$ cat config.mk
export PLATFORM = sky130hd
export DESIGN_NAME = isk_front
export DESIGN_NICKNAME = d
export VERILOG_FILES = /design/src/hw/rtl/isk_pkg.sv /design/src/hw/rtl/isk_front.sv
export SDC_FILE = /design/constraint.sdc
export NUM_CORES = 1
export LEC_CHECK = 0
export BUFFER_PORTS_ARGS = -buffer_cell sky130_fd_sc_hd__buf_2
export CAP_MARGIN = 15
export CORE_ASPECT_RATIO = 0.9
export CORE_MARGIN = 1
export CORE_UTILIZATION = 65
export DETAILED_ROUTE_END_ITERATION = 12
export GPL_ROUTABILITY_DRIVEN = 1
export MAX_ROUTING_LAYER = met4
export PLACE_DENSITY = 0.82
export SKIP_CTS_REPAIR_TIMING = 1
export SLEW_MARGIN = 30
export SYNTH_ARGS = -nofsm -noshare
export SYNTH_HDL_FRONTEND = slang
export SYNTH_SLANG_ARGS = --single-unit
$ cat constraint.sdc
create_clock -name clk -period 3.9 [get_ports clk]
set_clock_uncertainty 0.05 [all_clocks]
set_input_delay 0.78 -clock clk [delete_from_list [all_inputs] [get_ports clk]]
set_output_delay 0.78 -clock clk [all_outputs]
set_load 0.02 [all_outputs]
$ cat src/hw/rtl/isk_pkg.sv
// shared types, constants and sha-256 helpers for the key derivation block
package isk_pkg;

	localparam int MaxPwUnits = 64;
	localparam int PwIdxW = $clog2(MaxPwUnits);
	localparam int PwCntW = $clog2(MaxPwUnits + 1);
	localparam logic [4:0] MaxCyclesPower = 5'd24;
	localparam logic [4:0] CyclesPowerReset = 5'd19;
	localparam int KeyWords = 4;

	typedef struct packed {
		logic [15:0] code_unit;
		logic        unit_valid;
		logic        is_last;
	} in_item_t;

	typedef struct packed {
		logic [63:0] key_word;
		logic [1:0]  word_index;
		logic        last_word;
		logic        too_long;
	} out_item_t;

	// job handed from the front part to the derivation engine
	typedef struct packed {
		logic [PwCntW-1:0] n_units;
		logic              overflow;
	} job_t;

	typedef logic [31:0] word_t;

	localparam word_t RoundK [64] = '{
		32'h428a2f98, 32'h71374491, 32'hb5c0fbcf, 32'he9b5dba5, 32'h3956c25b, 32'h59f111f1,
		32'h923f82a4, 32'hab1c5ed5, 32'hd807aa98, 32'h12835b01, 32'h243185be, 32'h550c7dc3,
		32'h72be5d74, 32'h80deb1fe, 32'h9bdc06a7, 32'hc19bf174, 32'he49b69c1, 32'hefbe4786,
		32'h0fc19dc6, 32'h240ca1cc, 32'h2de92c6f, 32'h4a7484aa, 32'h5cb0a9dc, 32'h76f988da,
		32'h983e5152, 32'ha831c66d, 32'hb00327c8, 32'hbf597fc7, 32'hc6e00bf3, 32'hd5a79147,
		32'h06ca6351, 32'h14292967, 32'h27b70a85, 32'h2e1b2138, 32'h4d2c6dfc, 32'h53380d13,
		32'h650a7354, 32'h766a0abb, 32'h81c2c92e, 32'h92722c85, 32'ha2bfe8a1, 32'ha81a664b,
		32'hc24b8b70, 32'hc76c51a3, 32'hd192e819, 32'hd6990624, 32'hf40e3585, 32'h106aa070,
		32'h19a4c116, 32'h1e376c08, 32'h2748774c, 32'h34b0bcb5, 32'h391c0cb3, 32'h4ed8aa4a,
		32'h5b9cca4f, 32'h682e6ff3, 32'h748f82ee, 32'h78a5636f, 32'h84c87814, 32'h8cc70208,
		32'h90befffa, 32'ha4506ceb, 32'hbef9a3f7, 32'hc67178f2
	};

	localparam word_t ChainInit [8] = '{
		32'h6a09e667, 32'hbb67ae85, 32'h3c6ef372, 32'ha54ff53a,
		32'h510e527f, 32'h9b05688c, 32'h1f83d9ab, 32'h5be0cd19
	};

	function automatic word_t rotr(input word_t x, input int n);
		rotr = (x >> n) | (x << (32 - n));
	endfunction

endpackage

$ cat src/hw/rtl/isk_front.sv
// front part: collects password units and posts derivation jobs
module isk_front (
	input  logic                clk,
	input  logic                arst_n,
	input  isk_pkg::in_item_t   in_data,
	input  logic                in_valid,
	output logic                in_ready,
	output logic                job_valid,
	input  logic                job_ready,
	output isk_pkg::job_t       job_data,
	// store read port for the engine
	input  logic [isk_pkg::PwIdxW-1:0] rd_addr,
	output logic [15:0]                rd_data
);
	import isk_pkg::*;

	logic [15:0]       store_q [MaxPwUnits];
	logic [PwCntW-1:0] count_q;
	logic              ovf_q;
	logic              busy_q;
	logic              full;
	logic              acc;

	// the engine reads the store until it hands the result back
	assign full = (count_q == PwCntW'(MaxPwUnits));
	assign in_ready = !busy_q && !job_valid;
	assign acc = in_valid && in_ready;

	always_ff @(posedge clk) begin
		if (acc && in_data.unit_valid && !full) begin
			store_q[count_q[PwIdxW-1:0]] <= in_data.code_unit;
		end
		rd_data <= store_q[rd_addr];
	end

	always_ff @(posedge clk or negedge arst_n) begin
		if (!arst_n) begin
			count_q   <= '0;
			ovf_q     <= 1'b0;
			busy_q    <= 1'b0;
			job_valid <= 1'b0;
			job_data  <= '0;
		end else begin
			if (job_valid && job_ready) begin
				job_valid <= 1'b0;
				busy_q    <= 1'b1;
			end
			if (busy_q && job_ready && !job_valid) begin
				busy_q <= 1'b0;
			end
			if (acc) begin
				logic [PwCntW-1:0] nc;
				logic              no;
				nc = count_q;
				no = ovf_q;
				if (in_data.unit_valid) begin
					if (full) no = 1'b1;
					else nc = count_q + 1'b1;
				end
				if (in_data.is_last) begin
					job_valid <= 1'b1;
					job_data  <= '{n_units: nc, overflow: no};
					count_q   <= '0;
					ovf_q     <= 1'b0;
				end else begin
					count_q <= nc;
					ovf_q   <= no;
				end
			end
		end
	end

	// the job count field can never exceed the store size
	assert property (@(posedge clk) disable iff (!arst_n)
		job_valid |-> job_data.n_units <= PwCntW'(MaxPwUnits))
		else $error("job unit count beyond store");
	assert property (@(posedge clk) disable iff (!arst_n)
		count_q <= PwCntW'(MaxPwUnits))
		else $error("unit count beyond store");
	assert property (@(posedge clk) disable iff (!arst_n)
		(job_valid && !job_ready) |=> job_valid && $stable(job_data))
		else $error("job dropped");

endmodule

==> metrics.sh <==
PATH_CLASS='reg2reg'
IR_DROP_mV=0.370
WIRE_PER_INST_UM=33.7
NUMCLOCKSINKS=1058
TOTAL_LEAKAGE_POWER_nW=14.6
CRITICAL_PATH.MAX_FANOUT=9
SYNTH.MOST_COMMON_CELL='sky130_fd_sc_hd__edfxtp_1'
DRV.MAX_CAP_VIOLATION_COUNT=0
SYN_AVG_CELL_AREA_SQ_UM=21.6
PORT_BUFFERS=53
AREA_OF_THE_PLACEABLE_CORE_SQ_UM=61400
REGTOREGENDPOINT='store_q[23][7]$_DFFE_PP_'
SLEW_HEADROOM_PCT=31.0
DP_HPWL_MM=56.2
MAX_FREQ_MHz=322
ANTENNA_LEFT=0
SYNTH_EDF_COUNT=1024
RUN_STATUS='finished clean'
FINALCOREUTILIZATION_PCT=74.4
DRIVE_ABOVE_1_SHARE_PCT=28.2
DETAILEDROUTE.FIRSTPASSITERATIONCOUNT=9
GRT.TOTAL_USAGE_PCT=33.4
YS_TOP_CELLS_BY_COUNT='sky130_fd_sc_hd__edfxtp_1, sky130_fd_sc_hd__mux4_2, sky130_fd_sc_hd__nor2_1'
REPORT.FINAL.SETUP_VIOL=0
SYNTH-SEQ-CELLS=1058
BOUNDARYPINS=54
CP-START-KIND='flip-flop'
SYNTHARSTFLOPSHARE_PCT=1.70
ROUTE.DETAILED.VIAS_PER_INST=7.08
CRIT-REG2REG-LAUNCH='count_q[1]$_DFFE_PN0N_'
GRT_START_MAX_NET_PINS=65
ROUTE.FINAL.WIRE_LENGTH_MM=100
SYNTH_TOP_AREA_SHARE_PCT=75.8
SYNTHESIS.NETS=1905
PLACEMENT.CELL_AREA_SQ_UM=42400
CP.REQUIRED_NS=4.20
ROUTE.VIAS.TOTAL=21000
NUMBER_OF_ANTENNA_VIOLATIONS_AT_THE_FIRST_CHECK_IN_GLOBAL_ROUTING=10
SYN_AREA_SQ_UM=40600
REGISTER_TO_REGISTER_SETUP_SLACK_NS=0.79
SYNTHDOMINANTAREACELLTYPE='sky130_fd_sc_hd__edfxtp_1'
CRITICAL-PATH-SLOWEST-CELL='sky130_fd_sc_hd__nor2_1'
WIRE_LENGTH_OF_THE_FIRST_GLOBAL_ROUTING_PASS_MM=144
PLACEMENTROWS=86
SYNTHDISTINCTLIBCELLS=48
TIGHTEST_SLEW_NS=1.04
DRT_FIRST_ITER_VIOLATIONS=3331
CP_CELL_SEQUENCE='inv_1 -> ha_1 -> nand2_1 -> or3_1 -> and4_4 -> nand3_2 -> nor2_1 -> buf_4'
CLOCK_TREE_FROM_TRITONCTS='yes'
SUM_OF_NEGATIVE_SETUP_SLACK_NS=0
AREA_GROWTH_SYN_TO_LAYOUT_PCT=12.6
POWER_DENSITY_nW_PER_UM2=518
HOLDCRITPATHCLASS='in2async'
CRITPATHCAPTURETYPE='flip-flop'
FIRST_GLOBAL_VIAS=20800
SYNTH-WARNING-COUNT=0
FINAL.MIN_CLOCK_PERIOD_NS=3.11
DOMINANTREGCELLSYNTH='sky130_fd_sc_hd__edfxtp_1'
PLACED_CELLS_INCL_TAPS=2774
PLACE_CONGESTION=0.909
DIE_W_UM=265
FINAL_NET_COUNT=2067
DIE_AREA_SQ_UM=63400
FINAL_HOLD_VIOLATIONS=0
FINAL.PERIOD_UTILIZATION_PCT=79.7
DIE-HEIGHT_UM=239
WORST_R2R_PATH_DEPTH=8
SLEW_VIOLATIONS=0
CTS_INSERTED_BUFFERS=97
CPPEAKSTAGEDELAY_NS=0.71
POST_SYNTH_INST_COUNT=1875
CLKTRANSATPATHREGS_NS=0.06
FINISH.INSTANCE_AREA_SQ_UM=45700
CTS_HTREE_LEVELS=3
SYNTH.AREA.TOP_CELLS='sky130_fd_sc_hd__edfxtp_1, sky130_fd_sc_hd__mux4_2, sky130_fd_sc_hd__mux2i_1'
CLOCKBUFFERDEPTH=3
SYNTH.YOSYS.SEQ_AREA_SHARE_PCT=77.7
WORST-ENDPOINT-ARRIVAL_NS=3.41
DRC_VIOLATION_COUNT_AFTER_ROUTING=0
CTS_ROOT_BUF='sky130_fd_sc_hd__clkbuf_16'
GRT_SETUP_UNREPAIRED='no'
INITIAL_UTILIZATION_PCT=66.1
FINALNONFILLERCELLS=2967
GRT_OVERFLOW=0
CLKLATENCYLATEPIN_NS=0.67
report_power, final:
group          switching (mW)  internal, mW
clock                    4.15          5.59
sequential             0.0859          12.6
combinational           0.844         0.458
critical path: cells and delay by family, from the launching register on:
kind | cells | cell delay (ns)
AND/OR/NAND/NOR | 5 | 1.53
buffers and inverters | 2 | 0.47
flip-flops | 1 | 0.54
adder cells (fa/ha/maj) | 1 | 0.20
metrics by stage:
step	hold slack, ns	setup slack [ns]	total power, mW
floorplan	0.413	1.18	13.6
global placement	0.430	0.226	14.1
detailed placement	0.442	0.486	14.1
CTS	-0.00636	0.834	23.7
global route	0.0295	0.727	24.2
finish	0.0129	0.791	23.7
cells in the final DEF (no fill, tap or decap), drive strengths merged, types with 18 or more instances in the layout:
| cell type | Yosys | routed |
|---|---|---|
| edfxtp | 1024 | 1024 |
| mux4 | 244 | 244 |
| buf | 78 | 168 |
| clkbuf | 28 | 124 |
| nor2 | 97 | 97 |
| nand2 | 51 | 51 |
| mux2i | 46 | 46 |
| a22oi | 39 | 39 |
| clkinv | 0 | 37 |
| a21oi | 27 | 27 |
| nand3 | 26 | 26 |
| mux2 | 23 | 23 |
| o21ai | 21 | 21 |
| dfrtp | 18 | 18 |
layout make-up:
class,instances,area (sq um)
inverters,3,11.3
fillers,3117,15700
clock inverters,59,652
flip-flops and latches,1058,31500
diodes,11,27.5
multi-input cells,708,8490
repair buffers,169,1340
clock buffers,123,2630
well taps,836,1050
worst max-delay path by stage:
stage                      startpoint                  endpoint  slack [ns]  cells after the start
6_report       count_q[1]$_DFFE_PN0N_  store_q[23][7]$_DFFE_PP_        0.79                      8
3_5_place_dp               rd_addr[0]       rd_data[13]$_DFF_P_        0.49                      6
5_1_grt        count_q[1]$_DFFE_PN0N_  store_q[23][7]$_DFFE_PP_        0.73                      8
3_3_place_gp               rd_addr[0]       rd_data[11]$_DFF_P_        0.23                      7
4_1_cts        count_q[1]$_DFFE_PN0N_  store_q[23][7]$_DFFE_PP_        0.83                      8
2_1_floorplan     job_valid$_DFF_PN0_  store_q[62][0]$_DFFE_PP_        1.18                      5
routing by layer:
layer,wire (um),global-route usage [%],part of all wire [%]
met1,36200,46.5,36
met2,47100,49.5,47
met3,13500,8.50,14
met4,3320,10.5,3.3
met5,0,-,0
sequential cells by signal, summed over array words and instances, names as in the netlist:
signal,count
job_valid,1
ovf_q,1
count_q,7
rd_data,16
job_data,8
busy_q,1
store_q,1024
cell families after synthesis:
logic type / after synthesis / share of synthesized area [%]
AOI/OAI and AO/OA: 148 / 2.53
adders and majority gates: 2 / 0.0616
DFF: 1058 / 77.7
muxes: 313 / 15.4
buffers and inverters: 109 / 1.48
and+or+nand+nor: 240 / 2.80
xor gates and xnor gates: 5 / 0.108
Note: power is estimated with default switching activity, not from simulation.
