==> src/hw/rtl/isk_pkg.sv <==
// shared types, constants and sha-256 helpers for the key derivation block
package isk_pkg;

	localparam int MaxPwUnits = 64;
	localparam int PwIdxW = $clog2(MaxPwUnits);
	localparam int PwCntW = $clog2(MaxPwUnits + 1);
	localparam logic [4:0] MaxCyclesPower = 5'd24;
	localparam logic [4:0] CyclesPowerReset = 5'd19;
	localparam int KeyWords = 4;

	typedef struct packed {
		logic [15:0] code_unit;
		logic        unit_valid;
		logic        is_last;
	} in_item_t;

	typedef struct packed {
		logic [63:0] key_word;
		logic [1:0]  word_index;
		logic        last_word;
		logic        too_long;
	} out_item_t;

	// job handed from the front part to the derivation engine
	typedef struct packed {
		logic [PwCntW-1:0] n_units;
		logic              overflow;
	} job_t;

	typedef logic [31:0] word_t;

	localparam word_t RoundK [64] = '{
		32'h428a2f98, 32'h71374491, 32'hb5c0fbcf, 32'he9b5dba5, 32'h3956c25b, 32'h59f111f1,
		32'h923f82a4, 32'hab1c5ed5, 32'hd807aa98, 32'h12835b01, 32'h243185be, 32'h550c7dc3,
		32'h72be5d74, 32'h80deb1fe, 32'h9bdc06a7, 32'hc19bf174, 32'he49b69c1, 32'hefbe4786,
		32'h0fc19dc6, 32'h240ca1cc, 32'h2de92c6f, 32'h4a7484aa, 32'h5cb0a9dc, 32'h76f988da,
		32'h983e5152, 32'ha831c66d, 32'hb00327c8, 32'hbf597fc7, 32'hc6e00bf3, 32'hd5a79147,
		32'h06ca6351, 32'h14292967, 32'h27b70a85, 32'h2e1b2138, 32'h4d2c6dfc, 32'h53380d13,
		32'h650a7354, 32'h766a0abb, 32'h81c2c92e, 32'h92722c85, 32'ha2bfe8a1, 32'ha81a664b,
		32'hc24b8b70, 32'hc76c51a3, 32'hd192e819, 32'hd6990624, 32'hf40e3585, 32'h106aa070,
		32'h19a4c116, 32'h1e376c08, 32'h2748774c, 32'h34b0bcb5, 32'h391c0cb3, 32'h4ed8aa4a,
		32'h5b9cca4f, 32'h682e6ff3, 32'h748f82ee, 32'h78a5636f, 32'h84c87814, 32'h8cc70208,
		32'h90befffa, 32'ha4506ceb, 32'hbef9a3f7, 32'hc67178f2
	};

	localparam word_t ChainInit [8] = '{
		32'h6a09e667, 32'hbb67ae85, 32'h3c6ef372, 32'ha54ff53a,
		32'h510e527f, 32'h9b05688c, 32'h1f83d9ab, 32'h5be0cd19
	};

	function automatic word_t rotr(input word_t x, input int n);
		rotr = (x >> n) | (x << (32 - n));
	endfunction

endpackage

==> src/hw/rtl/isk_engine.sv <==
// back part: byte stream generator, sha-256 round unit and result output
module isk_engine (
	input  logic                clk,
	input  logic                arst_n,
	input  logic [4:0]          cycles_power,
	input  logic                job_valid,
	output logic                job_ready,
	input  isk_pkg::job_t       job_data,
	output logic [isk_pkg::PwIdxW-1:0] rd_addr,
	input  logic [15:0]         rd_data,
	output isk_pkg::out_item_t  out_data,
	output logic                out_valid,
	input  logic                out_ready
);
	import isk_pkg::*;

	typedef enum logic [3:0] {
		S_IDLE, S_FETCH, S_WAIT, S_HI, S_CNT, S_PAD80, S_PADZ, S_LEN, S_COMP, S_OUT
	} state_t;

	state_t            state_q;
	state_t            ret_q;
	job_t              job_q;
	logic [PwCntW-1:0] idx_q;
	logic [24:0]       round_q;
	logic [24:0]       last_round_q;
	logic [2:0]        cnt_q;
	logic [63:0]       bits_q;
	logic [5:0]        fill_q;
	logic [7:0]        hi_q;
	word_t             blk_q [16];
	word_t             h_q [8];
	word_t             a_q, b_q, c_q, d_q, e_q, f_q, g_q, hh_q;
	logic [5:0]        rnd_q;
	logic [1:0]        k_q;

	logic [7:0] byte_d;
	logic       byte_en;
	logic [7:0] lenb;
	word_t      w_new, s0, s1, t1, t2;

	assign rd_addr = idx_q[PwIdxW-1:0];
	assign job_ready = (state_q == S_IDLE);

	always_comb begin
		lenb = bits_q[63:56];
		byte_en = 1'b0;
		byte_d  = '0;
		case (state_q)
			S_WAIT:  begin byte_en = 1'b1; byte_d = rd_data[7:0]; end
			S_HI:    begin byte_en = 1'b1; byte_d = hi_q; end
			S_CNT:   begin
				byte_en = 1'b1;
				byte_d  = (cnt_q[2] == 1'b0) ? 8'(({7'd0, round_q} >> {cnt_q[1:0], 3'd0})) : 8'd0;
			end
			S_PAD80: begin byte_en = 1'b1; byte_d = 8'h80; end
			S_PADZ:  begin byte_en = 1'b1; byte_d = 8'h00; end
			S_LEN:   begin byte_en = 1'b1; byte_d = lenb; end
			default: ;
		endcase
		s0 = rotr(blk_q[1], 7) ^ rotr(blk_q[1], 18) ^ (blk_q[1] >> 3);
		s1 = rotr(blk_q[14], 17) ^ rotr(blk_q[14], 19) ^ (blk_q[14] >> 10);
		w_new = blk_q[0] + s0 + blk_q[9] + s1;
		t1 = hh_q + (rotr(e_q, 6) ^ rotr(e_q, 11) ^ rotr(e_q, 25))
			+ ((e_q & f_q) ^ (~e_q & g_q)) + RoundK[rnd_q] + blk_q[0];
		t2 = (rotr(a_q, 2) ^ rotr(a_q, 13) ^ rotr(a_q, 22))
			+ ((a_q & b_q) ^ (a_q & c_q) ^ (b_q & c_q));
	end

	always_ff @(posedge clk) begin
		if (byte_en) begin
			blk_q[fill_q[5:2]] <= (blk_q[fill_q[5:2]]
				& ~(32'hff << {~fill_q[1:0], 3'd0})) | ({24'd0, byte_d} << {~fill_q[1:0], 3'd0});
		end else if (state_q == S_COMP) begin
			// schedule as a shifting window, w[i] at the front
			for (int i = 0; i < 15; i++) blk_q[i] <= blk_q[i + 1];
			blk_q[15] <= w_new;
		end
		if (state_q == S_WAIT) hi_q <= rd_data[15:8];
	end

	always_ff @(posedge clk or negedge arst_n) begin
		if (!arst_n) begin
			state_q <= S_IDLE;
			ret_q <= S_IDLE;
			job_q <= '0;
			idx_q <= '0;
			round_q <= '0;
			last_round_q <= '0;
			cnt_q <= '0;
			bits_q <= '0;
			fill_q <= '0;
			rnd_q <= '0;
			k_q <= '0;
			out_valid <= 1'b0;
			out_data <= '0;
			for (int i = 0; i < 8; i++) h_q[i] <= ChainInit[i];
			{a_q, b_q, c_q, d_q, e_q, f_q, g_q, hh_q} <= '0;
		end else begin
			if (byte_en) begin
				fill_q <= fill_q + 1'b1;
				if (state_q != S_PAD80 && state_q != S_PADZ && state_q != S_LEN)
					bits_q <= bits_q + 64'd8;
				if (state_q == S_LEN) bits_q <= {bits_q[55:0], 8'd0};
			end
			unique case (state_q)
				S_IDLE: if (job_valid) begin
					job_q <= job_data;
					for (int i = 0; i < 8; i++) h_q[i] <= ChainInit[i];
					fill_q <= '0;
					bits_q <= '0;
					round_q <= '0;
					last_round_q <= 25'((26'd1 << ((cycles_power > MaxCyclesPower)
						? MaxCyclesPower : cycles_power)) - 26'd1);
					idx_q <= '0;
					cnt_q <= '0;
					state_q <= (job_data.n_units == '0) ? S_CNT : S_FETCH;
				end
				S_FETCH: state_q <= S_WAIT;
				S_WAIT: begin
					idx_q <= idx_q + 1'b1;
					state_q <= S_HI;
					if (fill_q == 6'd63) begin ret_q <= S_HI; state_q <= S_COMP; end
				end
				S_HI: begin
					state_q <= (idx_q == job_q.n_units) ? S_CNT : S_FETCH;
					if (fill_q == 6'd63) begin
						ret_q <= (idx_q == job_q.n_units) ? S_CNT : S_FETCH;
						state_q <= S_COMP;
					end
				end
				S_CNT: begin
					logic done_r;
					state_t nx;
					cnt_q <= cnt_q + 1'b1;
					done_r = (round_q == last_round_q);
					nx = S_CNT;
					if (cnt_q == 3'd7) begin
						round_q <= round_q + 1'b1;
						idx_q <= '0;
						nx = done_r ? S_PAD80 : ((job_q.n_units == '0) ? S_CNT : S_FETCH);
					end
					state_q <= nx;
					if (fill_q == 6'd63) begin ret_q <= nx; state_q <= S_COMP; end
				end
				S_PAD80: begin
					state_q <= (fill_q == 6'd55) ? S_LEN : S_PADZ;
					if (fill_q == 6'd63) begin ret_q <= S_PADZ; state_q <= S_COMP; end
				end
				S_PADZ: begin
					state_q <= (fill_q == 6'd55) ? S_LEN : S_PADZ;
					cnt_q <= '0;
					if (fill_q == 6'd63) begin ret_q <= S_PADZ; state_q <= S_COMP; end
				end
				S_LEN: begin
					cnt_q <= cnt_q + 1'b1;
					if (fill_q == 6'd63) begin ret_q <= S_OUT; state_q <= S_COMP; end
				end
				S_COMP: begin
					rnd_q <= rnd_q + 1'b1;
					{a_q, b_q, c_q, d_q, e_q, f_q, g_q, hh_q}
						<= {t1 + t2, a_q, b_q, c_q, d_q + t1, e_q, f_q, g_q};
					if (rnd_q == 6'd63) begin
						h_q[0] <= h_q[0] + t1 + t2; h_q[1] <= h_q[1] + a_q;
						h_q[2] <= h_q[2] + b_q;     h_q[3] <= h_q[3] + c_q;
						h_q[4] <= h_q[4] + d_q + t1; h_q[5] <= h_q[5] + e_q;
						h_q[6] <= h_q[6] + f_q;     h_q[7] <= h_q[7] + g_q;
						state_q <= ret_q;
						k_q <= '0;
					end
				end
				S_OUT: begin
					if (!out_valid || out_ready) begin
						out_valid <= 1'b1;
						out_data <= '{key_word: {h_q[{k_q, 1'b0}], h_q[{k_q, 1'b1}]},
							word_index: k_q, last_word: (k_q == 2'd3),
							too_long: job_q.overflow};
						k_q <= k_q + 1'b1;
						if (k_q == 2'd3) state_q <= S_IDLE;
					end
				end
				default: state_q <= S_IDLE;
			endcase
			if (out_valid && out_ready && !(state_q == S_OUT)) out_valid <= 1'b0;
			// load working variables when a block fills
			if (state_q != S_COMP && byte_en && fill_q == 6'd63) begin
				{a_q, b_q, c_q, d_q, e_q, f_q, g_q, hh_q}
					<= {h_q[0], h_q[1], h_q[2], h_q[3], h_q[4], h_q[5], h_q[6], h_q[7]};
				rnd_q <= '0;
			end
		end
	end

	assert property (@(posedge clk) disable iff (!arst_n)
		(state_q == S_COMP) |-> !byte_en)
		else $error("byte written during compression");
	assert property (@(posedge clk) disable iff (!arst_n)
		(out_valid && out_data.last_word) |-> out_data.word_index == 2'd3)
		else $error("last flag off final word");
	assert property (@(posedge clk) disable iff (!arst_n)
		(state_q == S_LEN) |-> fill_q >= 6'd56)
		else $error("length outside final block slot");

endmodule
==> config.mk <==
export PLATFORM = sky130hd
export DESIGN_NAME = isk_engine
export DESIGN_NICKNAME = d
export VERILOG_FILES = /design/src/hw/rtl/isk_pkg.sv /design/src/hw/rtl/isk_engine.sv
export SDC_FILE = /design/constraint.sdc
export NUM_CORES = 2
export LEC_CHECK = 0
export BUFFER_PORTS_ARGS = -buffer_cell sky130_fd_sc_hd__buf_2
export CAP_MARGIN = 5
export CELL_PAD_IN_SITES_DETAIL_PLACEMENT = 0
export CELL_PAD_IN_SITES_GLOBAL_PLACEMENT = 1
export CORE_ASPECT_RATIO = 0.75
export CORE_MARGIN = 2
export CORE_UTILIZATION = 45
export CTS_BUF_LIST = sky130_fd_sc_hd__clkbuf_8
export DETAILED_ROUTE_END_ITERATION = 8
export PLACE_DENSITY_LB_ADDON = 0.1
export SLEW_MARGIN = 10
export SYNTH_ARGS = -nofsm -noshare
export SYNTH_HDL_FRONTEND = slang
export SYNTH_SLANG_ARGS = --single-unit
==> constraint.sdc <==
create_clock -name clk -period 9.2 [get_ports clk]
set_input_delay 0.46 -clock clk [delete_from_list [all_inputs] [get_ports clk]]
set_output_delay 0.46 -clock clk [all_outputs]
set_load 0.02 [all_outputs]
==> metrics.md <==
| Metric | Value |
|---|---|
| Top post-synthesis cells by area | `edfxtp_1 18%, dfrtp_1 17%, nand2_1 8.1%, ha_1 6.2%, mux4_2 6.0%` |
| Number of I/O port buffers | `108` |
| Mapped Nets | `9830` |
| Setup TNS | `0 ps` |
| Final Cell Area | `roughly 95000 um^2` |
| WL per Instance | `27.39 um` |
| Initial Util | `about 45%` |
| Total GRT Usage | `approximately 33%` |
| Leading cell types by count after synthesis | `1866 x nand2_1, 609 x o21ai_0, 599 x dfrtp_1, 567 x a21oi_1, 520 x edfxtp_1` |
| Synth Cell Area | `86950 um^2` |
| Share of cells above drive strength 1 | `12.64%` |
| Count leader, synth | `nand2_1` |
| CP required | `between 10000 and 15000 ps` |
| Post-DP HPWL | `roughly 240000 um` |
| Fin. Hold Viols | `0` |
| Congestion Overflow GR | `0` |
| Worst-path clk slew | `about 60 ps` |
| MaxCap Viol Count | `0` |
| Full die area | `196800 um^2` |
| Area taken by multi-input logic gates | `around 49000 um^2` |
| # H-tree levels | `4` |
| Worst slew margin | `13.60%` |
| Drt pass-1 iters | `6` |
| WP data arrival | `9710 ps` |
| Fillers | `18.02k` |
| Pins over their slew limit | `0` |
| CTS Sinks | `1255` |
| Highest cell delay on the worst timing path | `540 ps` |
| Clk buf depth | `4` |
| Hold crit path type | `input pin to flip-flop` |
| Antenna violations before repair | `15` |
| Drt total wl | `326100 um` |
| Register area share after synthesis | `about two fifths` |
| Die Y | `384.7 um` |
| First-pass GRT wire length | `476500 um` |
| Post-Synthesis Cells | `9145` |
| Root buffer cell | `clkbuf_8` |
| Outcome | `completed` |
| Mean Syn Cell Area | `9.508 um^2` |
| Number of antenna-violating nets in the routed design | `0` |
| Chip width | `511.6 um` |
| Seq cells post-synth | `1255` |
| Top-area cell type share of the netlist area | `between 10% and 20%` |
| Max Clock Freq | `approximately 110 MHz` |
| Setup CP Type | `flip-flop to flip-flop` |
| Worst-Margin Slew | `1279 ps` |
| Worst Skew | `142.2 ps` |
| Critical path endpoint category | `flip-flop` |
| Later-pin clock latency in the skew report | `between 1000 and 1500 ps` |
| Final period util | `95.65%` |
| EDFF count, synth | `520` |
| Critical path's slowest cell | `a211oi_1` |
| Core Area | `191700 um^2` |
| Largest area contributor in the netlist | `edfxtp_1` |
| Top Ports | `between 100 and 150` |
| RSZ-0062 raised after global routing | `false` |
| Crit-path leading delay family | `compound AO/OA/AOI/OAI gates` |
| Synth Warn # | `0` |
| CTS tree | `yes` |
| Kind of start point of the critical path | `flip-flop` |
| Largest net degree at the start of global routing | `220` |
| Vias per cell | `approximately 6` |
| Buffers plus inverters on the worst setup path | `7` |
| Vias | `72.28k` |
| Final #Nets | `9859` |
| Drt first-iter violations | `about 8.8k` |
| Ys async rst share | `approximately three fifths` |
| CP Max Fanout | `12` |
| Gpl congestion | `0.9921` |
| Std-Cell Rows | `139` |
| Worst reg-to-reg setup slack | `about 400 ps` |
| Layout area overhead | `9.525%` |
| Ys flop type | `dfrtp_1` |
| Library cells used by synthesis | `101` |
| GRT met1 Usage | `50.77%` |
| Sequential Area | `34200 um^2` |
| Cell Area, Placed | `around 91000 um^2` |
| Most Crowded Layer GR | `met1` |
| Min cycle time layout | `between 8000 and 9000 ps` |
| Met2 global-route usage | `44.71%` |
| Global-route met3 utilization | `7.942%` |
| Final setup viols | `0` |
| Vias in the first global route | `67.90k` |
| Post-CTS setup buffers | `0` |
| TritonCTS Buffers | `221` |
| DRC Markers | `0` |
## worst register-to-register path, delay by kind of cell (launching register included)
| kind | cells | cell delay, ps |
|---|---|---|
| xor gates and xnor gates | 2 | 600 |
| adders and majority gates | 7 | 2140 |
| AOI/OAI and AO/OA | 16 | 3720 |
| buffers and inverters | 7 | 960 |
| DFF | 1 | 420 |
| and+or+nand+nor | 6 | 920 |
## what timing repair did
| item | CTS | global route |
|---|---|---|
| hold buffers | 24 | 0 |
| gates resized for setup | 0 | 19 |
| hold endpoints to repair | 113 | 0 |
| setup endpoints to repair | 0 | 20 |
## metal layers
metal  wire length, um  share of wire [%]
met5                56              0.017
met3             33700                 10
met1            153000                 47
met4              8598                2.6
met2            130700                 40
## layout make-up
class / instances / share of cell area, %
clock inverter: 150 / 0.7371
tap: 2538 / 3.335
sequential: 1255 / 35.92
clock buffer: 251 / 3.628
antenna: 16 / 0.04204
timing repair buffer: 347 / 2.722
inverter: 430 / 1.695
multi-input combinational: 6919 / 51.93
## cell usage in the layout, fill, tap and decap left out, types with 36 or more instances in the layout
master,n
and3_1,53
mux2_2,91
a21o_1,177
o21a_1,44
mux4_2,233
a21oi_1,565
nand4_1,57
fa_1,221
o31ai_1,39
buf_4,200
nor3_1,151
nand2_1,1863
a31oi_1,81
or3_1,36
buf_2,107
edfxtp_1,520
o21ai_0,591
nand3_1,220
xor2_1,211
nand2b_1,75
dfstp_2,136
ha_1,428
a22oi_1,239
clkbuf_8,251
inv_1,511
dfrtp_1,589
nor2b_1,55
o21bai_1,62
o211ai_1,44
o22ai_1,50
a211oi_1,40
nor2_1,418
xnor2_1,474
## flip-flops by register name, indices dropped and copies added, names as in the netlist, 64 cells and up
signal and flops:
h_q 256, bits_q 64, blk_q 512, out_data 68
## path summary, 6_finish.rpt
path,depth (start not counted),end,start
hold reg to reg,2,job_q[0]$_DFFE_PN0P_,job_q[0]$_DFFE_PN0P_
min in group asynchronous,2,rnd_q[2]$_DFFE_PN0P_,arst_n
setup reg to reg,38,h_q[255]$_DFFE_PN0P_,rnd_q[0]$_DFFE_PN0P_
max in group asynchronous,4,k_q[1]$_DFFE_PN0P_,arst_n
hold / removal,4,bits_q[3]$_DFF_PN0_,job_valid
setup / recovery,38,h_q[255]$_DFFE_PN0P_,rnd_q[0]$_DFFE_PN0P_
## kinds of logic (layout without fill, tap and decap cells)
family                   count (synthesis)  in the layout  synth area share [%]
flip-flops                            1255           1255                 39.31
other                                    0             16                     0
AND/OR/NAND/NOR                       3030           3030                 14.75
AO/OA/AOI/OAI                         2153           2153                 15.38
XOR/XNOR                               691            691                 7.041
adder cells (fa/ha/maj)                688            688                 11.71
multiplexers                           357            357                 7.599
buffers and inverters                  971           1178                 4.219
## metrics by stage
| stage | setup WS [ps] | util, % | cells | hold slack [ps] |
|---|---|---|---|---|
| after global routing | 14.62 | 49.67 | 11890 | 59.38 |
| after floorplan | 768.0 | - | 9145 | 164.4 |
| final | 399.8 | 49.69 | 11910 | 94.80 |
| after CTS | 140.1 | 49.64 | 11890 | 8.152 |
| after global placement | 43.06 | 47.34 | 11470 | 454.4 |
| after detailed placement | 196.5 | 47.34 | 11470 | 465.2 |
Power is not shown: default switching activity piles up to over one toggle a cycle in this logic, so the estimate is an artifact.
